## src/hw/rtl/hdst_pkg.sv

```systemverilog
`timescale 1ns / 1ps
// ----------------------------------------------------------------------------
// hdst_pkg: shared types and constants for the hall direction/speed tracker
// Holds register indexes, stream widths, the edge job record and the
// successor table lookup.
// ----------------------------------------------------------------------------
package hdst_pkg;

  // Parameter defaults
  localparam int PERIOD_WIDTH_DEF = 32;
  localparam int MISS_LIMIT_DEF   = 6;

  // Stream and register port widths
  localparam int IN_TDATA_W  = 8;
  localparam int OUT_TDATA_W = 72;
  localparam int OUT_TUSER_W = 2;
  localparam int CFG_ADDR_W  = 5;
  localparam int CFG_DATA_W  = 32;

  // Item kinds on the input stream
  localparam logic OP_TICK = 1'b0;
  localparam logic OP_EDGE = 1'b1;

  // Register indexes (byte address / 4)
  localparam logic [2:0] REG_FWD_TBL     = 3'd0;
  localparam logic [2:0] REG_REV_TBL     = 3'd1;
  localparam logic [2:0] REG_EDGES_PER   = 3'd2;
  localparam logic [2:0] REG_SPEED_SCALE = 3'd3;
  localparam logic [2:0] REG_ANGLE_SCALE = 3'd4;

  localparam logic [7:0] EDGES_PER_RESET = 8'd6;

  // Hall codes that never occur on a healthy sensor set
  localparam logic [2:0] HALL_ALL_LOW  = 3'd0;
  localparam logic [2:0] HALL_ALL_HIGH = 3'd7;

  // Configuration register set
  typedef struct packed {
    logic [23:0] fwd_tbl;
    logic [23:0] rev_tbl;
    logic [7:0]  edges_per;
    logic [31:0] speed_scale;
    logic [30:0] angle_scale;
  } hdst_cfg_t;

  // One classified hall edge, handed from front to back
  typedef struct packed {
    logic [2:0] code;
    logic       valid;
    logic       rev;
    logic [2:0] misses;
    logic       upd;
    logic       clr;
  } hdst_job_t;

  // Expected next code after idx, from a packed table of eight 3-bit entries
  function automatic logic [2:0] tbl_entry(input logic [23:0] tbl, input logic [2:0] idx);
    logic [4:0] pos;
    pos = {2'b00, idx} * 5'd3;
    return tbl[pos +: 3];
  endfunction

endpackage

```

## src/hw/rtl/hall_direction_speed_tracker.sv

```systemverilog
`timescale 1ns / 1ps
// ----------------------------------------------------------------------------
// hall_direction_speed_tracker: hall sensor direction and speed tracker
// Tracks rotation direction from hall code sequences and estimates speed
// and angle step from timer ticks counted between hall edges.
//
//   port group  role    contents
//   in_*        slave   tuser: op; tdata: hall_bits
//   out_*       master  one item per hall edge, none per tick
//   cfg_*       APB     five registers at byte addresses 0,4,8,12,16
//
// A tick item is taken without entering the queue and gives no result.
// A hall edge is classified in its accept cycle. An edge that recomputes
// speed from a nonzero period is then loaded by the back end, runs 32
// radix-2 divider steps and is handed off; any other edge goes from load straight to hand-off.
// The two-entry job queue lets ticks and edges be taken while a division
// runs; in_tready drops only while the queue is full.
// Reset is synchronous and clears all tracking state and the registers.
// ----------------------------------------------------------------------------
module hall_direction_speed_tracker #(
  parameter int PERIOD_WIDTH = hdst_pkg::PERIOD_WIDTH_DEF,
  parameter int MISS_LIMIT   = hdst_pkg::MISS_LIMIT_DEF
) (
  input  logic                                clk,
  input  logic                                rst_n,
  // input stream
  input  logic                                in_tvalid,
  output logic                                in_tready,
  input  logic [hdst_pkg::IN_TDATA_W-1:0]     in_tdata,   // [2:0] hall_bits
  input  logic                                in_tuser,   // [0] op
  // result stream
  output logic                                out_tvalid,
  input  logic                                out_tready,
  // [2:0] hall_code, [3] reverse_dir, [6:4] miss_count,
  // [38:7] speed_value, [70:39] angle_step
  output logic [hdst_pkg::OUT_TDATA_W-1:0]    out_tdata,
  output logic [hdst_pkg::OUT_TUSER_W-1:0]    out_tuser,  // [0] hall_valid, [1] speed_updated
  // configuration
  input  logic                                cfg_psel,
  input  logic                                cfg_penable,
  input  logic                                cfg_pwrite,
  input  logic [hdst_pkg::CFG_ADDR_W-1:0]     cfg_paddr,
  input  logic [hdst_pkg::CFG_DATA_W-1:0]     cfg_pwdata,
  output logic [hdst_pkg::CFG_DATA_W-1:0]     cfg_prdata,
  output logic                                cfg_pready
);
  import hdst_pkg::*;

  localparam int JOB_W = $bits(hdst_job_t) + PERIOD_WIDTH;

  hdst_cfg_t cfg_r;
  logic      cfg_wr;
  logic [2:0] reg_idx;

  hdst_job_t               f_job, b_job;
  logic [PERIOD_WIDTH-1:0] f_period, b_period;
  logic                    push, pop, q_full, q_valid;
  logic [JOB_W-1:0]        q_rdata;

  logic [2:0]  o_code, o_misses;
  logic        o_code_ok, o_rev, o_upd;
  logic [31:0] o_speed, o_step;

  // Register file
  assign cfg_pready = 1'b1;
  assign cfg_wr     = cfg_psel && cfg_penable && cfg_pwrite && cfg_pready;
  assign reg_idx    = cfg_paddr[4:2];

  always_ff @(posedge clk) begin
    if (!rst_n) begin
      cfg_r.fwd_tbl     <= 24'd0;
      cfg_r.rev_tbl     <= 24'd0;
      cfg_r.edges_per   <= EDGES_PER_RESET;
      cfg_r.speed_scale <= 32'd0;
      cfg_r.angle_scale <= 31'd0;
    end else if (cfg_wr) begin
      case (reg_idx)
        REG_FWD_TBL:     cfg_r.fwd_tbl     <= cfg_pwdata[23:0];
        REG_REV_TBL:     cfg_r.rev_tbl     <= cfg_pwdata[23:0];
        REG_EDGES_PER:   cfg_r.edges_per   <= cfg_pwdata[7:0];
        REG_SPEED_SCALE: cfg_r.speed_scale <= cfg_pwdata;
        REG_ANGLE_SCALE: cfg_r.angle_scale <= cfg_pwdata[30:0];
        default: ;
      endcase
    end
  end

  always_comb begin
    case (reg_idx)
      REG_FWD_TBL:     cfg_prdata = {8'd0, cfg_r.fwd_tbl};
      REG_REV_TBL:     cfg_prdata = {8'd0, cfg_r.rev_tbl};
      REG_EDGES_PER:   cfg_prdata = {24'd0, cfg_r.edges_per};
      REG_SPEED_SCALE: cfg_prdata = cfg_r.speed_scale;
      REG_ANGLE_SCALE: cfg_prdata = {1'b0, cfg_r.angle_scale};
      default:         cfg_prdata = 32'd0;
    endcase
  end

  // Front end
  hdst_front #(
    .PERIOD_WIDTH (PERIOD_WIDTH),
    .MISS_LIMIT   (MISS_LIMIT)
  ) u_front (
    .clk        (clk),
    .rst_n      (rst_n),
    .cfg        (cfg_r),
    .in_valid   (in_tvalid),
    .in_ready   (in_tready),
    .in_op      (in_tuser),
    .in_hall    (in_tdata[2:0]),
    .push       (push),
    .job        (f_job),
    .job_period (f_period),
    .q_full     (q_full)
  );

  // Job queue
  hdst_queue #(
    .WIDTH (JOB_W)
  ) u_queue (
    .clk       (clk),
    .rst_n     (rst_n),
    .push      (push),
    .wdata     ({f_job, f_period}),
    .full      (q_full),
    .pop       (pop),
    .not_empty (q_valid),
    .rdata     (q_rdata)
  );

  assign b_job    = q_rdata[JOB_W-1:PERIOD_WIDTH];
  assign b_period = q_rdata[PERIOD_WIDTH-1:0];

  // Back end
  hdst_back #(
    .PERIOD_WIDTH (PERIOD_WIDTH)
  ) u_back (
    .clk         (clk),
    .rst_n       (rst_n),
    .cfg         (cfg_r),
    .q_valid     (q_valid),
    .pop         (pop),
    .job         (b_job),
    .job_period  (b_period),
    .out_valid   (out_tvalid),
    .out_ready   (out_tready),
    .out_code    (o_code),
    .out_code_ok (o_code_ok),
    .out_rev     (o_rev),
    .out_misses  (o_misses),
    .out_upd     (o_upd),
    .out_speed   (o_speed),
    .out_step    (o_step)
  );

  // Result packing
  assign out_tdata = {1'b0, o_step, o_speed, o_misses, o_rev, o_code};
  assign out_tuser = {o_upd, o_code_ok};

endmodule

```

## src/hw/rtl/hdst_front.sv

```systemverilog
`timescale 1ns / 1ps
// ----------------------------------------------------------------------------
// hdst_front: input side of the tracker
// Accepts tick and edge items, keeps the period counter and the sequence
// state, and pushes one classified job per hall edge into the queue.
// ----------------------------------------------------------------------------
module hdst_front #(
  parameter int PERIOD_WIDTH = hdst_pkg::PERIOD_WIDTH_DEF,
  parameter int MISS_LIMIT   = hdst_pkg::MISS_LIMIT_DEF
) (
  input  logic                    clk,
  input  logic                    rst_n,
  input  hdst_pkg::hdst_cfg_t     cfg,
  input  logic                    in_valid,
  output logic                    in_ready,
  input  logic                    in_op,
  input  logic [2:0]              in_hall,
  output logic                    push,
  output hdst_pkg::hdst_job_t     job,
  output logic [PERIOD_WIDTH-1:0] job_period,
  input  logic                    q_full
);
  import hdst_pkg::*;

  localparam logic [3:0] LIMIT = 4'(MISS_LIMIT);

  logic [PERIOD_WIDTH-1:0] period_r, period_nxt;
  logic [7:0]              edge_cnt_r, edge_cnt_nxt;
  logic [2:0]              prev_code_r;
  logic                    prev_valid_r;
  logic [2:0]              misses_r, misses_nxt;
  logic                    dir_r, dir_nxt;

  logic       accept;
  logic       code_ok;
  logic       fwd_hit, rev_hit;
  logic [3:0] miss_inc;
  logic       at_limit;
  logic [7:0] edge_inc;
  logic       upd;

  assign in_ready = !q_full;
  assign accept   = in_valid && in_ready;
  assign push     = accept && (in_op == OP_EDGE);

  // Edge classification against the successor tables
  assign code_ok  = (in_hall != HALL_ALL_LOW) && (in_hall != HALL_ALL_HIGH);
  assign fwd_hit  = code_ok && prev_valid_r && (in_hall == tbl_entry(cfg.fwd_tbl, prev_code_r));
  assign rev_hit  = code_ok && prev_valid_r && (in_hall == tbl_entry(cfg.rev_tbl, prev_code_r));
  assign miss_inc = {1'b0, misses_r} + 4'd1;
  assign at_limit = !fwd_hit && !rev_hit && (miss_inc >= LIMIT);
  assign edge_inc = edge_cnt_r + 8'd1;
  assign upd      = (edge_inc >= cfg.edges_per);

  always_comb begin
    misses_nxt = misses_r;
    dir_nxt    = dir_r;
    if (fwd_hit) begin
      misses_nxt = 3'd0;
      dir_nxt    = 1'b0;
    end else if (rev_hit) begin
      misses_nxt = 3'd0;
      dir_nxt    = 1'b1;
    end else if (at_limit) begin
      misses_nxt = LIMIT[2:0];
      dir_nxt    = 1'b0;
    end else begin
      misses_nxt = miss_inc[2:0];
    end
  end

  // Period counter and edge counter
  always_comb begin
    period_nxt   = period_r;
    edge_cnt_nxt = edge_cnt_r;
    if (accept) begin
      if (in_op == OP_TICK) begin
        if (period_r != {PERIOD_WIDTH{1'b1}}) begin
          period_nxt = period_r + PERIOD_WIDTH'(1);
        end
      end else if (upd) begin
        period_nxt   = '0;
        edge_cnt_nxt = 8'd0;
      end else begin
        edge_cnt_nxt = edge_inc;
      end
    end
  end

  always_ff @(posedge clk) begin
    if (!rst_n) begin
      period_r     <= '0;
      edge_cnt_r   <= 8'd0;
      prev_code_r  <= 3'd0;
      prev_valid_r <= 1'b0;
      misses_r     <= 3'd0;
      dir_r        <= 1'b0;
    end else begin
      period_r   <= period_nxt;
      edge_cnt_r <= edge_cnt_nxt;
      if (push) begin
        prev_code_r  <= in_hall;
        prev_valid_r <= code_ok;
        misses_r     <= misses_nxt;
        dir_r        <= dir_nxt;
      end
    end
  end

  // Job record for the back end
  always_comb begin
    job.code   = in_hall;
    job.valid  = code_ok;
    job.rev    = dir_nxt;
    job.misses = misses_nxt;
    job.upd    = upd;
    job.clr    = at_limit;
  end
  assign job_period = period_r;

endmodule

```

## src/hw/rtl/hdst_queue.sv

```systemverilog
`timescale 1ns / 1ps
// ----------------------------------------------------------------------------
// hdst_queue: two-entry job queue
// Flop-based FIFO between the front and back ends.
// ----------------------------------------------------------------------------
module hdst_queue #(
  parameter int WIDTH = 8
) (
  input  logic             clk,
  input  logic             rst_n,
  input  logic             push,
  input  logic [WIDTH-1:0] wdata,
  output logic             full,
  input  logic             pop,
  output logic             not_empty,
  output logic [WIDTH-1:0] rdata
);
  logic [WIDTH-1:0] mem_r [2];
  logic             wptr_r, rptr_r;
  logic [1:0]       count_r, count_nxt;
  logic             do_push, do_pop;

  assign full      = (count_r == 2'd2);
  assign not_empty = (count_r != 2'd0);
  assign do_push   = push && !full;
  assign do_pop    = pop && not_empty;
  assign rdata     = mem_r[rptr_r];

  always_comb begin
    count_nxt = count_r;
    if (do_push && !do_pop) begin
      count_nxt = count_r + 2'd1;
    end else if (do_pop && !do_push) begin
      count_nxt = count_r - 2'd1;
    end
  end

  always_ff @(posedge clk) begin
    if (!rst_n) begin
      wptr_r  <= 1'b0;
      rptr_r  <= 1'b0;
      count_r <= 2'd0;
    end else begin
      count_r <= count_nxt;
      if (do_push) begin
        wptr_r <= !wptr_r;
      end
      if (do_pop) begin
        rptr_r <= !rptr_r;
      end
    end
  end

  // Storage needs no reset
  always_ff @(posedge clk) begin
    if (do_push) begin
      mem_r[wptr_r] <= wdata;
    end
  end

endmodule

```

## src/hw/rtl/hdst_back.sv

```systemverilog
`timescale 1ns / 1ps
// ----------------------------------------------------------------------------
// hdst_back: speed and angle step computation
// Pops edge jobs, runs a shared-divisor radix-2 divider for speed and
// angle step, keeps the held estimates and drives the result register.
// ----------------------------------------------------------------------------
module hdst_back #(
  parameter int PERIOD_WIDTH = hdst_pkg::PERIOD_WIDTH_DEF
) (
  input  logic                    clk,
  input  logic                    rst_n,
  input  hdst_pkg::hdst_cfg_t     cfg,
  input  logic                    q_valid,
  output logic                    pop,
  input  hdst_pkg::hdst_job_t     job,
  input  logic [PERIOD_WIDTH-1:0] job_period,
  output logic                    out_valid,
  input  logic                    out_ready,
  output logic [2:0]              out_code,
  output logic                    out_code_ok,
  output logic                    out_rev,
  output logic [2:0]              out_misses,
  output logic                    out_upd,
  output logic [31:0]             out_speed,
  output logic [31:0]             out_step
);
  import hdst_pkg::*;

  typedef enum logic [2:0] {
    ST_IDLE = 3'b001,
    ST_DIV  = 3'b010,
    ST_DONE = 3'b100
  } state_t;

  state_t state_r, state_nxt;

  hdst_job_t               job_r;
  logic [31:0]             speed_r, speed_nxt;
  logic [31:0]             step_r, step_nxt;
  logic [31:0]             num_s_r, num_s_nxt;
  logic [31:0]             num_a_r, num_a_nxt;
  logic [PERIOD_WIDTH-1:0] rem_s_r, rem_s_nxt;
  logic [PERIOD_WIDTH-1:0] rem_a_r, rem_a_nxt;
  logic [PERIOD_WIDTH-1:0] div_r;
  logic [4:0]              bit_r;
  logic                    out_valid_r;
  logic                    load_out;

  logic [PERIOD_WIDTH:0] sh_s, sh_a, dv;
  logic                  ge_s, ge_a;
  logic [PERIOD_WIDTH:0] dif_s, dif_a;

  // One restoring division step on both numerators
  assign dv    = {1'b0, div_r};
  assign sh_s  = {rem_s_r, num_s_r[31]};
  assign sh_a  = {rem_a_r, num_a_r[31]};
  assign ge_s  = (sh_s >= dv);
  assign ge_a  = (sh_a >= dv);
  assign dif_s = sh_s - dv;
  assign dif_a = sh_a - dv;
  assign rem_s_nxt = ge_s ? dif_s[PERIOD_WIDTH-1:0] : sh_s[PERIOD_WIDTH-1:0];
  assign rem_a_nxt = ge_a ? dif_a[PERIOD_WIDTH-1:0] : sh_a[PERIOD_WIDTH-1:0];
  assign num_s_nxt = {num_s_r[30:0], ge_s};
  assign num_a_nxt = {num_a_r[30:0], ge_a};

  assign pop      = (state_r == ST_IDLE) && q_valid;
  assign load_out = (state_r == ST_DONE) && (!out_valid_r || out_ready);

  // Sequencer
  always_comb begin
    state_nxt = state_r;
    speed_nxt = speed_r;
    step_nxt  = step_r;
    case (state_r)
      ST_IDLE: begin
        if (q_valid) begin
          if (job.clr) begin
            speed_nxt = 32'd0;
            step_nxt  = 32'd0;
          end
          if (job.upd && (job_period != '0)) begin
            state_nxt = ST_DIV;
          end else begin
            if (job.upd) begin
              speed_nxt = 32'd0;
              step_nxt  = 32'd0;
            end
            state_nxt = ST_DONE;
          end
        end
      end
      ST_DIV: begin
        if (bit_r == 5'd31) begin
          speed_nxt = num_s_nxt;
          step_nxt  = job_r.rev ? (32'd0 - num_a_nxt) : num_a_nxt;
          state_nxt = ST_DONE;
        end
      end
      ST_DONE: begin
        if (load_out) begin
          state_nxt = ST_IDLE;
        end
      end
      default: state_nxt = ST_IDLE;
    endcase
  end

  always_ff @(posedge clk) begin
    if (!rst_n) begin
      state_r     <= ST_IDLE;
      speed_r     <= 32'd0;
      step_r      <= 32'd0;
      out_valid_r <= 1'b0;
    end else begin
      state_r <= state_nxt;
      speed_r <= speed_nxt;
      step_r  <= step_nxt;
      if (load_out) begin
        out_valid_r <= 1'b1;
      end else if (out_ready) begin
        out_valid_r <= 1'b0;
      end
    end
  end

  // Divider datapath
  always_ff @(posedge clk) begin
    if (pop) begin
      job_r   <= job;
      div_r   <= job_period;
      num_s_r <= cfg.speed_scale;
      num_a_r <= {1'b0, cfg.angle_scale};
      rem_s_r <= '0;
      rem_a_r <= '0;
      bit_r   <= 5'd0;
    end else if (state_r == ST_DIV) begin
      num_s_r <= num_s_nxt;
      num_a_r <= num_a_nxt;
      rem_s_r <= rem_s_nxt;
      rem_a_r <= rem_a_nxt;
      bit_r   <= bit_r + 5'd1;
    end
  end

  // Result register
  always_ff @(posedge clk) begin
    if (load_out) begin
      out_code    <= job_r.code;
      out_code_ok <= job_r.valid;
      out_rev     <= job_r.rev;
      out_misses  <= job_r.misses;
      out_upd     <= job_r.upd;
      out_speed   <= speed_r;
      out_step    <= step_r;
    end
  end

  assign out_valid = out_valid_r;

endmodule

```

## config.mk

```make
export PLATFORM = sky130hd
export DESIGN_NAME = hall_direction_speed_tracker
export DESIGN_NICKNAME = d
export VERILOG_FILES = /design/src/hw/rtl/hdst_pkg.sv /design/src/hw/rtl/hall_direction_speed_tracker.sv /design/src/hw/rtl/hdst_front.sv /design/src/hw/rtl/hdst_queue.sv /design/src/hw/rtl/hdst_back.sv
export SDC_FILE = /design/constraint.sdc
export NUM_CORES = 1
export LEC_CHECK = 0
export BUFFER_PORTS_ARGS = -buffer_cell sky130_fd_sc_hd__buf_2
export CORE_UTILIZATION = 45
export DETAILED_ROUTE_END_ITERATION = 6
export SYNTH_ARGS = -nofsm -noshare
export SYNTH_HDL_FRONTEND = slang
export SYNTH_SLANG_ARGS = --single-unit
```

## constraint.sdc

```tcl
create_clock -name clk -period 4.5 [get_ports clk]
set_clock_uncertainty 0.1 [all_clocks]
set_input_delay 0.45 -clock clk [delete_from_list [all_inputs] [get_ports clk]]
set_output_delay 0.45 -clock clk [all_outputs]
set_load 0.02 [all_outputs]
```

==> impl_results.md, run 1 <==
- Status: finished clean
- Top-area cell type share of the netlist area: 0.288
- P_leak: 11.5 nW
- Finished Layout Cells: 3706
- Final hold slack: 0.0304 ns
- DP HPWL: 48600 um
- Rows: 89
- Worst setup SP type: flop
- Grt ovf: 0
- Share of layout cells above drive strength 1: 0.132
- Delay-heaviest family, CP: simple AND/OR/NAND/NOR gates
- Most numerous cell on the critical path: or3_1
- Crit end category: flop
- Routed WL: 70400 um
- Clk_lat worst skew: 0.64 ns
- Critical path type: reg2reg
- Post-CTS Resized: 0
- Mapped Cells: 2766
- Switching share of power: 0.328
- Dominant cells by area after synthesis: edfxtp_1 (29%), dfxtp_1 (23%), nand2_1 (8.7%)
- Tmin final: 4.25 ns
- Top-count cell post-synth: nand2_1
- Pint: 10.5 mW
- Syn avg cell area: 9.84 sq um
- Clk pin slew, worst setup/hold paths: 0.06 ns
- Synth unique cells: 90
- Final Power: 15.5 mW
- Largest net degree at the start of global routing: 162
- ANT nets after route: 0
- Multiplexer share of the synthesized area: 0.0431
- Mean routed wirelength per cell: 19.0 um
- Complex-gate fraction of the synthesized area: 0.154
- Fmax: 235 MHz
- Yosys warns: 0
- Sequential area share after synthesis: 0.516
- Area delta synth->final: 13.3%
- Die width: 248 um
- Max-cap viol count: 0
- Core ar.: 59400 sq um
- Syn Nets: 2901
- Syn Std Cell Area: 27200 sq um
- Clock network power share: 0.322
- Main synth FF type: dfxtp_1
- Tightest Pin Transition: 1.23 ns
- Yosys reg bits: 571
- Clock buffer depth: 3
- Psw: 5.10 mW
- Synth top cells by count: nand2_1 (633), dfxtp_1 (310), edfxtp_1 (261)
- Max stage delay on crit path: 0.42 ns
- DR pass1 iterations: 7
- Worst-path cell chain: inv_1 > ha_1 > nor2b_1 > o31a_1 > o31ai_2 > and3_1 > o21a_2 > nor2_1 > or3_1 > inv_2 > ha_1 > inv_1 > or3_1 > o41ai_2 > and2_1 > xor2_1 > or3_1 > a21boi_1
- Gpl congestion: 0.922
- Max-slew violations: 0
- Final #Nets: 3017
- Clock root buffer: clkbuf_16
- Hold Path Class: in2reg
- Period utilization: 0.945
- Synth Area in Adders: 0.0383
- Global-route wire length before repair: 111000 um
- Hold Path Depth: 3
- Sequential power share: 0.438
- Placed inst area: 28600 sq um
- Remaining routing DRC violations: 0
- Final setup violation count: 0
- CTS H-tree depth: 2
- Num CTS Buffers: 60
- Die area: 61400 sq um
- Combinational power share: 0.240
- Starting Density: 0.458
- Largest area contributor in the netlist: edfxtp_1
- Global Route Usage Sum: 0.228
- Placed Instances: 3568
- Num ports: 162
- Design Area, Final: 30800 sq um
- Unrepaired setup endpoints after global routing: false
- Post-synth EDFFs: 261
- DR vias/cell: 5.60
- Asr flop ratio synth: 0
- Slew margin rel.: 0.177
- Initial antenna violation count: 2
- Power density over cell area: 504 nW/um^2
- Worst Reg-to-Reg Cells: 18
- Peak supply drop: 0.382 mV
- Critical path depth: 18
- Die Span Y: 248 um
- Synth Area in XOR/XNOR: 0.0406
- Routed vias: 20742
- Clk sinks: 571
- Critical-path cell with the highest stage delay: or3_1
- Critical path arrival: 4.72 ns
- Detailed Route Iter0 Violations: 1475
- Worst path buffer plus inverter count: 3
- Antenna diodes: 0
- Hold Vio Cnt, Final: 0
- Post-synthesis simple-gate area fraction: 0.173
- TritonCTS clock tree: built
- Max FO, Critical Path: 4
- Largest family of logic cells by synthesized area: simple AND/OR/NAND/NOR gates
- Vias in the first global route: 19771
- Critical Path RT: 4.97 ns
- Buffers on Ports: 152
- Setup TNS: 0 ns
[repair_timing]
item,in CTS,in global routing
setup buffers,0,0
hold endpoints to repair,74,0
hold buffers,25,0
[layout make-up]
| type | instances | area, sq um |
|---|---|---|
| repair buffers | 212 | 1290 |
| flip-flops and latches | 571 | 14000 |
| well taps | 773 | 967 |
| clock inverters | 36 | 410 |
| inverters | 68 | 258 |
| fillers | 5340 | 28500 |
| clock buffers | 77 | 1590 |
| multi-input cells | 1969 | 12300 |
[power groups by stage]
stage,registers [mW],logic (mW),clock network [mW]
after floorplan,6.78,2.65,0
after global placement,6.89,3.63,0
after detailed placement,6.92,3.69,0
after CTS,6.81,3.74,5.12
after global routing,6.88,4.12,5.33
final,6.81,3.73,5.01
[cell usage in the layout, fill, tap and decap left out, drive strengths merged, types with 43 or more instances in the layout]
cell	synthesis	layout
a21boi	130	130
a21oi	90	90
a22oi	97	97
buf	36	187
clkbuf	122	77
dfxtp	310	310
edfxtp	261	261
ha	80	80
inv	68	70
mux2i	43	43
nand2	633	633
nor2	104	104
nor2b	68	68
o21ai	141	141
xnor2	66	66
xor2	60	60
[sequential cells by signal, indices dropped and copies added (netlist names), 2 cells and up, named ones only]
register	count
u_front.job_period	32
u_back.rem_a_r	32
u_back.bit_r	5
u_front.edge_cnt_r	8
u_back.div_r	32
u_back.out_step	32
u_back.out_speed	32
u_back.out_code	3
u_back.rem_s_r	32
u_back.num_s_r	32
u_back.num_a_r	32
u_back.job_r	9
u_front.prev_code_r	3
u_back.step_r	32
u_queue.count_r	2
u_front.misses_r	3
u_queue.mem_r	84
u_back.speed_r	32
u_back.state_r	3
cfg_r	119
u_back.out_misses	3
[per-layer routing]
metal,vias up,part of all wire,GRT usage
li1,10038,-,-
met1,10057,0.48,0.336
met2,552,0.45,0.355
met3,95,0.053,0.0276
met4,0,0.019,0.0567
met5,-,0,0
[worst paths after layout]
path                        start                 end  slack [ns]
setup / recovery  u_back.div_r[1]   u_back.step_r[18]        0.25
hold / removal      cfg_pwdata[6]           cfg_r[37]        0.03
setup reg to reg  u_back.div_r[1]   u_back.step_r[18]        0.25
hold reg to reg   u_back.job_r[8]  u_back.out_code[1]        0.32
[cells by family (layout without fill, tap and decap cells)]
group / Yosys count / count (layout)
other cells: 2 / 2
compound gates: 611 / 611
mux: 97 / 97
fa+ha+maj: 82 / 82
buf+inv: 226 / 393
xor+xnor: 126 / 126
simple gates: 1051 / 1051
flops: 571 / 571
[tightest hold or removal path, cell delays in order]
cell and delay [ns]:
buf_2 0.15, nand2_1 0.06, a21boi_0 0.06
[stage by stage]
| step | util | setup slack (ns) |
|---|---|---|
| after floorplan | - | 0.244 |
| after global placement | 0.482 | 0.326 |
| after detailed placement | 0.482 | 0.292 |
| after CTS | 0.520 | 0.267 |
| after global routing | 0.520 | 0.0240 |
| final | 0.520 | 0.249 |
(Power assumes the default switching activity.)
==> run 2, diff against run 1 <==
--- a/config.mk
+++ b/config.mk
@@ -6,8 +6,9 @@
 export NUM_CORES = 1
 export LEC_CHECK = 0
 export BUFFER_PORTS_ARGS = -buffer_cell sky130_fd_sc_hd__buf_2
-export CORE_UTILIZATION = 45
+export CORE_UTILIZATION = 55
 export DETAILED_ROUTE_END_ITERATION = 6
+export PLACE_DENSITY = 0.76
 export SYNTH_ARGS = -nofsm -noshare
 export SYNTH_HDL_FRONTEND = slang
 export SYNTH_SLANG_ARGS = --single-unit
==> run 2 against run 1 <==
  * Non-clock buffer count shrank 5
  * Utilization grew 11 points
  * Combinational power is essentially flat
  * Die area shrank 18%
  * Setup slack gained 0.031 ns
  * Clock power shrank 3%
  * First-iteration DRC count grew 40%
  * Count of clock-buffer cells in the layout shrank 10
  * Hold slack lost 0.0086 ns
  * Critical path depth is the same
  * Largest cell class unchanged
==> impl_results.md, run 2 (synthesis results as in run 1) <==
- P_leak: 11.4 nW (-0.33%)
- Most common cell after layout, fill and taps aside: nand2_1
- Pint: 10.4 mW (-0.92%)
- Sequential power share: 0.443 (+0.005)
- Routed vias: 21146 (+1.9%)
- Hold Path Class: in2reg
- Clock root buffer: clkbuf_16
- Routed WL: 67800 um (-3.7%)
- Worst setup SP type: flop
- Remaining routing DRC violations: 0 (unchanged)
- Placed Instances: 3454 (-3.2%)
- Vias in the first global route: 19855 (+0.42%)
- Combinational power share: 0.241 (about the same)
- Final setup violation count: 0 (unchanged)
- Share of layout cells above drive strength 1: 0.129 (-0.00229)
- Peak supply drop: 0.446 mV (+17%)
- Die width: 224 um (-9.5%)
- Hold Vio Cnt, Final: 0 (unchanged)
- Status: finished clean
- Gpl congestion: 0.943 (+2.2%)
- Clk pin slew, worst setup/hold paths: 0.06 ns (about the same)
- TritonCTS clock tree: built
- Tmin final: 4.22 ns (-0.0311 ns)
- Clk sinks: 571 (unchanged)
- Period utilization: 0.938 (-0.00691)
- Final #Nets: 3009 (-0.27%)
- Fmax: 237 MHz (+0.74%)
- Grt ovf: 0 (unchanged)
- Most frequent cells in the layout: nand2_1 (633), dfxtp_1 (309), edfxtp_1 (261)
- Rows: 81 (-9.0%)
- Power density over cell area: 505 nW/um^2 (+0.12%)
- Slew margin rel.: 0.163 (-0.0133)
- CTS H-tree depth: 2 (unchanged)
- Post-layout util: 0.627 (+0.107)
- Final hold slack: 0.0218 ns (-0.00863 ns)
- Clk_lat worst skew: 0.65 ns (about the same)
- DR pass1 iterations: 6 (-1)
- Largest regs: cfg_r (119), u_queue.mem_r (84)
- Area delta synth->final: 12.5%
- Clock buffer depth: 3 (unchanged)
- Die area: 50400 sq um (-18%)
- Num ports: 162 (unchanged)
- Max-cap viol count: 0 (unchanged)
- Finished Layout Cells: 3587 (-3.2%)
- Max-slew violations: 0 (unchanged)
- Setup TNS: 0 ns (unchanged)
- Critical path type: reg2reg
- Design Area, Final: 30600 sq um (-0.73%)
- Antenna diodes: 0 (unchanged)
- Critical Path RT: 4.97 ns (about the same)
- Starting Density: 0.557 (+0.0986)
- Core ar.: 48800 sq um (-18%)
- DR vias/cell: 5.90 (+5.3%)
- Detailed Route Iter0 Violations: 2068 (+40%)
- Clock network power share: 0.316 (-0.006)
- Global-route wire length before repair: 106000 um (-3.9%)
- DP HPWL: 46200 um (-5.0%)
- Num CTS Buffers: 57 (-5.0%)
- Buffers on Ports: 152 (unchanged)
- Psw: 5.10 mW (about the same)
- Global Route Usage Sum: 0.265 (+0.0367)
- Tightest Pin Transition: 1.25 ns (+0.0169 ns)
- Placed inst area: 28400 sq um (-0.56%)
- Switching share of power: 0.330 (+0.00211)
- Crit end category: flop
- Initial antenna violation count: 4 (+2)
- Die Span Y: 224 um (-9.5%)
- Max FO, Critical Path: 4 (unchanged)
- Mean routed wirelength per cell: 18.9 um (-0.55%)
- Biggest register: cfg_r
- ANT nets after route: 0 (unchanged)
- Largest net degree at the start of global routing: 120 (-26%)
- Max reg flops: 119 (unchanged)
- Layout fillers: 3980 (-25%)
- Critical path arrival: 4.69 ns (-0.03 ns)
[run 2: final cells by class]
class | instances | area, sq um | area share
Clock inverter | 41 | 427 | 0.0139
Tap cell | 664 | 831 | 0.0271
Multi-Input combinational cell | 1969 | 12300 | 0.402
Inverter | 68 | 258 | 0.00842
Sequential cell | 571 | 14000 | 0.459
Timing Repair Buffer | 207 | 1260 | 0.0411
Clock buffer | 67 | 1500 | 0.0488
[run 2: power groups by stage]
stage          Sequential (mW)  Combinational, mW  Clock [mW]
2_1_floorplan             6.78               2.65           0
3_3_place_gp              6.90               3.54           0
3_5_place_dp              6.94               3.62           0
4_1_cts                   6.83               3.67        4.93
5_1_grt                   6.91               4.07        5.14
6_report                  6.85               3.73        4.88
[run 2: path summary, 6_finish.rpt]
check | startpoint | to | slack, ns | depth (start not counted)
worst max-delay path | u_back.div_r[1] | u_back.step_r[18] | 0.28 | 18
worst max register to register | u_back.div_r[1] | u_back.step_r[18] | 0.28 | 18
worst min-delay path | cfg_pwdata[3] | cfg_r[34] | 0.02 | 3
worst min register to register | u_back.job_r[6] | u_back.out_code_ok | 0.32 | 0
[run 2: stage by stage]
| step | total power, mW | worst slack, ns |
|---|---|---|
| finish | 15.5 | 0.280 |
| global route | 16.1 | -0.000789 |
| CTS | 15.4 | 0.182 |
| detailed placement | 10.6 | 0.182 |
| global placement | 10.4 | 0.245 |
| floorplan | 9.43 | 0.244 |
[run 2: per-layer routing]
layer,GRT usage,vias up,share of wire
met3,0.0395,144,0.070
li1,-,10002,-
met2,0.419,829,0.46
met5,0,-,0.00034
met4,0.0908,4,0.028
met1,0.372,10167,0.44
[run 2: worst max-delay path: stages (launching register included)]
cell and delay [ns]:
edfxtp_1 0.42, inv_1 0.11, ha_1 0.26, nor2b_1 0.15, o31a_1 0.29, o31ai_2 0.24
and3_4 0.25, o21a_2 0.18, nor2_1 0.06, or3_1 0.34, inv_2 0.07, ha_1 0.20
inv_1 0.09, or3_1 0.43, o41ai_4 0.26, and2_1 0.19, xor2_1 0.07, or3_1 0.31
a21boi_1 0.13
[run 2: repair_timing]
item                       in CTS  in global routing
hold buffers                   23                  0
gates resized for setup         0                  2
hold endpoints to repair       58                  0
buffers inserted                0                  2
setup endpoints to repair       0                  1
